$ cat config.mk
export PLATFORM = sky130hd
export DESIGN_NAME = midi_byte_message_assembler
export DESIGN_NICKNAME = d
export VERILOG_FILES = /design/src/hdl/mbma_pkg.sv /design/src/hdl/midi_byte_message_assembler.sv
export SDC_FILE = /design/constraint.sdc
export NUM_CORES = 1
export LEC_CHECK = 0
export ABC_AREA = 1
export BUFFER_PORTS_ARGS = -buffer_cell sky130_fd_sc_hd__buf_2
export CORE_MARGIN = 2
export CORE_UTILIZATION = 35
export CTS_CLUSTER_DIAMETER = 40
export DETAILED_ROUTE_END_ITERATION = 10
export PLACE_DENSITY = 0.47
export SLEW_MARGIN = 20
export SYNTH_ARGS = -nofsm -noshare
export SYNTH_HDL_FRONTEND = slang
export SYNTH_SLANG_ARGS = --single-unit
$ cat constraint.sdc
create_clock -name clock -period 6.2 [get_ports clock]
set_input_delay 0.31 -clock clock [delete_from_list [all_inputs] [get_ports clock]]
set_output_delay 0.31 -clock clock [all_outputs]
set_load 0.1 [all_outputs]
$ cat src/hdl/mbma_pkg.sv
package mbma_pkg;

   // status bytes with a rule of their own
   localparam logic [7:0] STATUS_SYSEX    = 8'hF0;
   localparam logic [7:0] STATUS_UNDEF    = 8'hF1;
   localparam logic [7:0] STATUS_SONG_POS = 8'hF2;
   localparam logic [7:0] STATUS_SONG_SEL = 8'hF3;
   localparam logic [7:0] STATUS_EOX      = 8'hF7;
   localparam logic [7:0] STATUS_NOTE_OFF_CH15 = 8'h8F;

   // upper nibbles
   localparam logic [3:0] KIND_PROG_CHANGE = 4'hC;
   localparam logic [3:0] KIND_CH_PRESSURE = 4'hD;
   localparam logic [3:0] KIND_SYSTEM      = 4'hF;

endpackage

$ cat src/hdl/midi_byte_message_assembler.sv
// MIDI byte message assembler.
// req_ channel: one serialized MIDI byte per item (req_in_byte). Bytes are
// gathered into a buffer memory; each byte either restarts, extends, or is
// dropped, and the buffer is checked for a complete message.
// rsp_ channel: a completed message of two or more bytes comes out one byte
// per item, in order, with rsp_last high on its final byte. Nothing comes out
// while csr_port_open is 0; the message is still consumed.
// csr_ channel: writes port_open; always ready.
// Bytes that complete no message are taken back to back, with req_ready high.
// A byte that completes an n-byte message holds req_ready low until the last
// output byte is loaded, and longer while the receiver stalls: each output
// byte needs a buffer memory read (ST_READ) and then a load of the output
// register (ST_LOAD), which waits until the output register is free.
// The output register stays full while rsp_ready is low; the next input byte
// may be taken while the final byte still waits there.
// Reset empties the buffer (fill count to zero) and closes the port.
module midi_byte_message_assembler #(
   parameter int MAX_MESSAGE_BYTES = 64
) (
   input  logic       clock,
   input  logic       reset,
   input  logic       req_valid,
   output logic       req_ready,
   input  logic [7:0] req_in_byte,
   output logic       rsp_valid,
   input  logic       rsp_ready,
   output logic [7:0] rsp_out_byte,
   output logic       rsp_last,
   input  logic       csr_valid,
   output logic       csr_ready,
   input  logic       csr_port_open
);

   localparam int AW = $clog2(MAX_MESSAGE_BYTES);
   localparam int FW = $clog2(MAX_MESSAGE_BYTES + 1);

   typedef enum logic [1:0] {
      ST_IDLE,
      ST_READ,
      ST_LOAD
   } state_type;

   state_type      state_ff, state_in;
   logic [FW-1:0]  fill_ff, fill_in;
   logic [7:0]     status_ff, status_in;
   logic           port_open_ff, port_open_in;
   logic [AW-1:0]  rd_idx_ff, rd_idx_in;
   logic [AW-1:0]  last_idx_ff, last_idx_in;
   logic           rsp_valid_ff, rsp_valid_in;
   logic [7:0]     rsp_byte_ff, rsp_byte_in;
   logic           rsp_last_ff, rsp_last_in;

   logic [7:0]     buf_mem [MAX_MESSAGE_BYTES];
   logic [7:0]     rd_data_ff;

   logic           accept;
   logic           is_8f, is_eox, restart, append, overflow, checked;
   logic           mem_we;
   logic [AW-1:0]  wr_addr;
   logic [FW-1:0]  n;
   logic [FW-1:0]  need;
   logic [7:0]     st_sel;
   logic           has_need, need_two, is_sysex, single;
   logic           complete, keep, emit, out_free;

   assign accept    = req_valid && req_ready;
   assign req_ready = (state_ff == ST_IDLE);
   assign csr_ready = 1'b1;
   assign rsp_valid    = rsp_valid_ff;
   assign rsp_out_byte = rsp_byte_ff;
   assign rsp_last     = rsp_last_ff;

   // byte classification and message check
   always_comb begin
      is_8f    = (req_in_byte == mbma_pkg::STATUS_NOTE_OFF_CH15);
      is_eox   = !is_8f && (req_in_byte == mbma_pkg::STATUS_EOX) && (fill_ff != '0) &&
                 (status_ff == mbma_pkg::STATUS_SYSEX);
      restart  = !is_8f && !is_eox && req_in_byte[7];
      append   = (is_8f && (fill_ff > FW'(1))) || is_eox ||
                 (!req_in_byte[7] && (fill_ff != '0));
      overflow = append && (fill_ff == FW'(MAX_MESSAGE_BYTES));
      checked  = restart || (append && !overflow);
      mem_we   = accept && checked;
      wr_addr  = restart ? '0 : fill_ff[AW-1:0];
      n        = restart ? FW'(1) : fill_ff + FW'(1);
      st_sel   = restart ? req_in_byte : status_ff;

      has_need = 1'b0;
      need_two = 1'b0;
      is_sysex = 1'b0;
      single   = 1'b0;
      if (st_sel[7:4] != mbma_pkg::KIND_SYSTEM) begin
         has_need = 1'b1;
         need_two = (st_sel[7:4] == mbma_pkg::KIND_PROG_CHANGE) ||
                    (st_sel[7:4] == mbma_pkg::KIND_CH_PRESSURE);
      end else if (st_sel == mbma_pkg::STATUS_SYSEX) begin
         is_sysex = 1'b1;
      end else if (st_sel == mbma_pkg::STATUS_SONG_POS) begin
         has_need = 1'b1;
      end else if (st_sel == mbma_pkg::STATUS_SONG_SEL) begin
         has_need = 1'b1;
         need_two = 1'b1;
      end else if (st_sel != mbma_pkg::STATUS_UNDEF && st_sel != mbma_pkg::STATUS_EOX) begin
         single = 1'b1;
      end
      need = need_two ? FW'(2) : FW'(3);

      if (has_need) begin
         complete = (n == need);
         keep     = (n < need);
      end else if (is_sysex) begin
         complete = (req_in_byte == mbma_pkg::STATUS_EOX);
         keep     = (req_in_byte != mbma_pkg::STATUS_EOX);
      end else begin
         complete = single;
         keep     = 1'b0;
      end

      emit = accept && checked && complete && (n > FW'(1)) && port_open_ff;
   end

   // next-state logic
   always_comb begin
      state_in     = state_ff;
      fill_in      = fill_ff;
      status_in    = status_ff;
      port_open_in = port_open_ff;
      rd_idx_in    = rd_idx_ff;
      last_idx_in  = last_idx_ff;
      rsp_valid_in = rsp_valid_ff;
      rsp_byte_in  = rsp_byte_ff;
      rsp_last_in  = rsp_last_ff;
      out_free     = !rsp_valid_ff || rsp_ready;

      if (csr_valid && csr_ready) begin
         port_open_in = csr_port_open;
      end

      if (rsp_valid_ff && rsp_ready) begin
         rsp_valid_in = 1'b0;
      end

      unique case (state_ff)
         ST_IDLE: begin
            if (accept) begin
               if (restart) begin
                  status_in = req_in_byte;
               end
               if (!checked) begin
                  // overflow drops the whole message; ignored bytes change nothing
                  fill_in = overflow ? '0 : fill_ff;
               end else begin
                  fill_in = keep ? n : '0;
               end
               if (emit) begin
                  rd_idx_in   = '0;
                  last_idx_in = AW'(n - FW'(1));
                  state_in    = ST_READ;
               end
            end
         end
         ST_READ: begin
            state_in = ST_LOAD;
         end
         ST_LOAD: begin
            if (out_free) begin
               rsp_valid_in = 1'b1;
               rsp_byte_in  = rd_data_ff;
               rsp_last_in  = (rd_idx_ff == last_idx_ff);
               if (rd_idx_ff == last_idx_ff) begin
                  state_in = ST_IDLE;
               end else begin
                  rd_idx_in = rd_idx_ff + AW'(1);
                  state_in  = ST_READ;
               end
            end
         end
         default: begin
            state_in = ST_IDLE;
         end
      endcase
   end

   always_ff @(posedge clock) begin
      if (reset) begin
         state_ff     <= ST_IDLE;
         fill_ff      <= '0;
         port_open_ff <= 1'b0;
         rsp_valid_ff <= 1'b0;
      end else begin
         state_ff     <= state_in;
         fill_ff      <= fill_in;
         port_open_ff <= port_open_in;
         rsp_valid_ff <= rsp_valid_in;
      end
      status_ff   <= status_in;
      rd_idx_ff   <= rd_idx_in;
      last_idx_ff <= last_idx_in;
      rsp_byte_ff <= rsp_byte_in;
      rsp_last_ff <= rsp_last_in;
   end

   // buffer memory: one write port, one registered read port
   always_ff @(posedge clock) begin
      if (mem_we) begin
         buf_mem[wr_addr] <= req_in_byte;
      end
      rd_data_ff <= buf_mem[rd_idx_ff];
   end

   a_fill_bound: assert property (@(posedge clock) disable iff (reset)
      fill_ff <= FW'(MAX_MESSAGE_BYTES))
      else $error("fill count beyond buffer size");

   a_empty_while_emit: assert property (@(posedge clock) disable iff (reset)
      (state_ff != ST_IDLE) |-> (fill_ff == '0))
      else $error("buffer not cleared during emission");

   a_multi_byte: assert property (@(posedge clock) disable iff (reset)
      (state_ff != ST_IDLE) |-> (last_idx_ff != '0 && rd_idx_ff <= last_idx_ff))
      else $error("emission of a single-byte message or index past end");

   a_emit_port: assert property (@(posedge clock) disable iff (reset)
      emit |=> (state_ff == ST_READ && rd_idx_ff == '0))
      else $error("completed message did not start emission");

endmodule

-- Word level (Yosys, flattened, before mapping)
Memories as Yosys holds them, arrays and structs flattened. A register that Yosys moved wholly into a read port is not among the register bits.
Index checks and enable logic that the tools add are counted.
- order comparisons: 3
- add/subtract/negate cells: 3
- mux-type cells: 40
- eq/ne operators: 21
- reductions and logical operators: 36
- operators with widths (operator ; number):
    8-bit == test, second input constant ; 6
    6-bit 2-to-1 mux ; 5
    7-bit 2-to-1 mux ; 4
    1-bit 2-to-1 mux ; 25
    8-bit != test, second input constant ; 3
    1-bit logical AND ; 16
    7-bit by 1-bit > comparator with 1-bit output, second input constant ; 2
    6-bit case mux with 2 select lines ; 1
    3-bit AND reduction ; 3
    4-bit == test, second input constant ; 2
    8-bit 2-to-1 mux ; 1
    7-bit by 1-bit adder with 7-bit output, second input constant ; 1
    7-bit by 2-bit == test with 1-bit output ; 1
    7-bit == test, second input constant ; 1
    7-bit by 2-bit < comparator with 1-bit output ; 1
    7-bit nonzero test ; 1
    6-bit by 1-bit adder with 6-bit output, second input constant ; 1
    6-bit == test ; 1
    2-bit 2-to-1 mux ; 3
    2-bit case mux with 3 select lines ; 1
    6-bit by 1-bit subtractor with 6-bit output, second input constant ; 1
    1-bit logical NOT ; 5
    1-bit logical OR ; 5
    5-bit AND reduction ; 1
    8 further kinds ; 12
- output and inout bits: 12
- RAM bits: 512
- memories kept: 1
- bits in registers: 40
- input port bits: 14
- logic and storage cells: 113
- memory list (name ; words ; bits a word ; rd ports ; clocked after Yosys merged registers in ; write ports ; RTL line ; source):
    buf_mem ; 64 ; 8 ; 1 ; 1 ; 1 ; midi_byte_message_assembler.sv:53 ; logic [7:0] buf_mem [MAX_MESSAGE_BYTES];

-- Logic depth before layout (Yosys ltp)
- word-level depth: 24
- gate-level depth with buffers: 23
- depth with buffers taken out: 21

-- Worst setup path before layout
No wires, ideal clock.
- path type: register -> register
- start: register state_ff[1]
- end: memory buf_mem[8][0], enable pin
- path slack: 2.925 ns
- period minus slack after synthesis: 3.275 ns
- required time: 5.830 ns
- data arrival time: 2.904 ns
- buffers on the path: 1
- setup time: 0.370 ns
- cell stages (with the launch flop): 9
- cells stage by stage: dfxtp_1 > nor2_1 > nand2_1 > nor2_1 > nand2_1 > inv_2 > buf_6 > nand2_1 > nor2_1
- longest elaborated chain between the ends: 5
- RTL lines (what ; RTL line ; source):
    start, declared ; midi_byte_message_assembler.sv:43 ; state_type state_ff, state_in;
    start signal, assigned ; midi_byte_message_assembler.sv:191 ; state_ff <= state_in;
    2-bit logical NOT ; midi_byte_message_assembler.sv:67 ; assign req_ready = (state_ff == ST_IDLE);
    net req_ready ; midi_byte_message_assembler.sv:23 ; output logic req_ready,
    1-bit logical AND ; midi_byte_message_assembler.sv:66 ; assign accept = req_valid && req_ready;
    1-bit logical AND ; midi_byte_message_assembler.sv:83 ; mem_we = accept && checked;
    1-bit 2-to-1 mux ; midi_byte_message_assembler.sv:205 ; if (mem_we) begin
    1-bit 2-to-1 mux (not written as such) ; midi_byte_message_assembler.sv:206 ; buf_mem[wr_addr] <= req_in_byte;
    end, declared ; midi_byte_message_assembler.sv:53 ;
The timed path passes the listed nets, and every way through them passes these cells.

-- Final worst setup path
- start: register fill_ff[0]
- end: memory buf_mem[6][0], enable pin
- longest elaborated chain between the ends: 12
- elaborated cells between the ends (all ways): 20
- those cells by class: 1 x order compare; 1 x eq/ne; 3 x mux; 15 x reduce/logical
- RTL lines (what ; RTL line ; source):
    start, declared ; midi_byte_message_assembler.sv:44 ; logic [FW-1:0] fill_ff, fill_in;
    start signal, assigned ; midi_byte_message_assembler.sv:192 ; fill_ff <= fill_in;
    parallel branches: the longest is 12 deep, another holds 7-bit by 1-bit > comparator with 1-bit output ; -- ;
Parallel ways; which one is timed is not known.

==> flow_summary.toml <==
[timing]
min_period_ns = 3.93
tns_ns = 0
fmax_mhz = 254
slew_headroom_pct = 27.7
finalHoldViolations = 0
setup_viol = 0
rsz0062_at_grt = "false"
tightest_slew_ns = 1.08
fin_worst_skew_ns = 0.0158
period_share_pct = 63.4
finalMaxSlewViolations = 0

[drt]
viasPerCell = 5.32
ant_nets = 0
vias = 14500
dr.first_iter.drc_count = 1306
route.met3.wl_um = 3710
wl_met1_um = 28500
drt_wl_total_um = 65000
routed.top_layer = "met4"
drc = 0
wl_per_cell_um = 23.8
route.met2.wl_um = 30900
first_pass_iters = 5

[power]
worst_ir_drop_vdd_mv = 0.221
p_clk_share_pct = 54.0
p_switching_mw = 2.00
internal_power_mw = 7.44
powerDensity_nw_per_um2 = 351
share_seq_of_total_power_pct = 44.1
p_leak_nw = 9.06
combPwrFrac_pct = 1.9
switching_share_pct = 21.2
power_mw = 9.44

[yosys]
ys_ff_latch = 560
ys_warn_count = 0
synth.distinct_cells = 43
synth.avg_cell_area_um2 = 12.9
syn_area_um2 = 22900
synth_nets = 1800
syn_inst = 1779
seq_area_frac_synth_pct = 72.5

[worst_hold_path]
holdPathEnd = "port_open_ff"
worstHoldPathCells = 2
hp-class = "primary input to register"
hp-start = "reset"

[grt]
grt_max_degree = 212
gr-total-overflow = 0
track_usage_pct = 19.2
grt_pass1_vias = 14600
antenna_found_initial = 1
grt_pass1_wl_um = 95100

[cells_and_area]
layout.nets = 1823
fin_area_um2 = 26900
ff_latch_area_um2 = 16600
postLayoutCoreUtil_pct = 41.7
nFillCells = 6034
fin_cells = 2729
syn_to_final_growth_pct = 17.4
num_antenna_cells = 0
layout-drive-gt1-share_pct = 12.5
multi_input_area_um2 = 5590

[worst_setup_path]
regToRegEndpoint = "buf_mem[6][0]"
max_stage_delay_ns = 0.82
cp_max_fo = 30
path_cells = "inv_1 > ha_1 > inv_1 > nor2_4 > nand2_4 > nand3_4 > nand2_4 > inv_2 > nor2_2 > nand4_2 > nor2_1"
cp-start-kind = "register"
r2r_start = "fill_ff[0]"
r2r_cells = 11
r2r_setup_slack_ns = 2.27
cp_data_required_time_ns = 6.45
cp-end-kind = "register"
crit_slowest_cell = "nor2_1"
crit_type = "register to register"
arrival_ns = 4.18

[placed_design]
hpwl_um = 38500
gp_congestion = 0.822
io_buffers = 24
place_inst = 2567
post_dp_cell_area_um2 = 23800

[clock_network]
cts_num_sinks = 560
clk_path_buf_depth = 3
cts-htree-levels = 3
clk_latency_ns = 0.62
root_buffer = "clkbuf_16"
cts_tree = "done"
clkTransAtPathRegs_ns = 0.05
cts_buffers = 85
postCtsSetupRepairBufs = 0

[status]
status = "complete, no violations"

[job]
drv_cap = 0

[floorplanning]
fp.coreArea_um2 = 64600
die_x_um = 260
dieArea_um2 = 67600
rows = 93
die_y_um = 260
start_util_pct = 35.5
io_pins = 26
-- final cells by class --
| type | count | share of cell area, % |
|---|---|---|
| flip-flops and latches | 560 | 61.7 |
| multi-input cells | 1042 | 20.8 |
| repair buffers | 47 | 1.21 |
| clock buffers | 97 | 8.34 |
| inverters | 66 | 0.957 |
| clock inverters | 62 | 3.01 |
| well taps | 855 | 3.97 |
-- worst max path at each step --
stage,start,end,cells past startpoint
after floorplan,state_ff[1],buf_mem[8][0],8
after global placement,req_in_byte[7],buf_mem[2][3],9
after global routing,fill_ff[0],buf_mem[22][4],11
after detailed placement,req_in_byte[7],buf_mem[2][3],9
final,fill_ff[0],buf_mem[6][0],11
after CTS,fill_ff[0],buf_mem[2][0],11
-- power by group through the flow --
stage / combinational, mW / clock, mW / sequential [mW]
4_1_cts: 0.185 / 5.16 / 4.17
3_5_place_dp: 0.183 / 0 / 4.24
2_1_floorplan: 0.0739 / 0 / 4.24
3_3_place_gp: 0.183 / 0 / 4.24
6_report: 0.181 / 5.09 / 4.17
5_1_grt: 0.198 / 5.32 / 4.16
-- metal layers --
metal / GRT usage (%) / up-vias
met5: 0 / -
met2: 30.9 / 457
li1: - / 6664
met1: 26.3 / 7279
met3: 3.34 / 106
met4: 6.74 / 0
-- cell families (layout without fill, tap and decap cells) --
family | Yosys count | after routing | synth area share [%]
DFF | 560 | 560 | 72.5
xor gates and xnor gates | 8 | 8 | 0.305
and+or+nand+nor | 649 | 649 | 12.0
buffers and inverters | 177 | 272 | 3.16
AOI/OAI and AO/OA | 322 | 322 | 9.31
muxes | 55 | 55 | 2.40
other | 1 | 1 | 0.0163
adders and majority gates | 7 | 7 | 0.382
-- layout by cell type (no fill, tap or decap), types with 6 or more instances in the layout --
cell type	Yosys	routed
o32ai_1	74	74
dfxtp_1	19	19
o221ai_1	54	54
a21oi_1	45	45
o211ai_1	10	10
inv_6	0	22
clkbuf_16	0	88
ha_1	7	7
inv_2	7	7
o21ai_0	133	133
inv_1	57	56
nor2_1	377	376
nand2_2	6	6
nand3b_1	7	7
buf_4	4	18
nor2_2	6	7
edfxtp_1	541	541
nand3_1	100	100
nand2_1	129	129
clkinv_2	0	9
clkinv_4	1	6
clkbuf_1	74	8
mux2i_1	55	55
bufinv_16	0	14
buf_2	11	24
nand4_1	6	6
-- registers in the layout, summed over array words and instances, names as in the netlist --
signal / flops
last_idx_ff: 6
rsp_out_byte: 8
buf_mem: 512
rsp_valid: 1
fill_ff: 7
rd_idx_ff: 6
rsp_last: 1
port_open_ff: 1
state_ff: 2
rd_data_ff: 8
status_ff: 8
-- synth_stat cells, drive strengths merged --
library cell | instances | share of area [%]
dfxtp | 19 | 1.7
or2 | 5 | 0.14
nand3 | 104 | 2.4
o221ai | 54 | 2.1
xnor2 | 3 | 0.11
mux2i | 55 | 2.4
nand2 | 137 | 2.4
inv | 64 | 1.0
conb | 1 | 0.016
o32ai | 74 | 2.8
a21oi | 45 | 0.98
nor2 | 384 | 6.4
edfxtp | 541 | 71
o21ai | 136 | 3.0
clkbuf | 74 | 1.2
ha | 7 | 0.38
a32oi | 1 | 0.038
nand3b | 8 | 0.28
o211ai | 10 | 0.33
clkinv | 2 | 0.055
buf | 37 | 0.85
a2111oi | 1 | 0.038
nand4 | 9 | 0.33
xor2 | 5 | 0.19
nor3 | 2 | 0.065
o21bai | 1 | 0.033
-- critical path: cells and delay by family, from the launching register on --
kind	cells	cell delay, ns
adders and majority gates	1	0.25
and+or+nand+nor	7	2.32
buffers and inverters	3	0.44
DFF	1	0.55
-- what timing repair did --
action,in CTS,in global routing
gates resized for setup,0,0
hold buffers,3,0
endpoints found under the hold margin,3,0
-- metrics by stage --
step | hold WS [ns] | worst slack, ns
3_5_place_dp | 0.389 | 1.82
5_1_grt | 0.0318 | 1.99
4_1_cts | 0.0171 | 2.21
3_3_place_gp | 0.388 | 2.02
2_1_floorplan | 0.379 | 2.93
6_report | 0.0485 | 2.27
No activity file was read; power rests on OpenSTA's default activity.
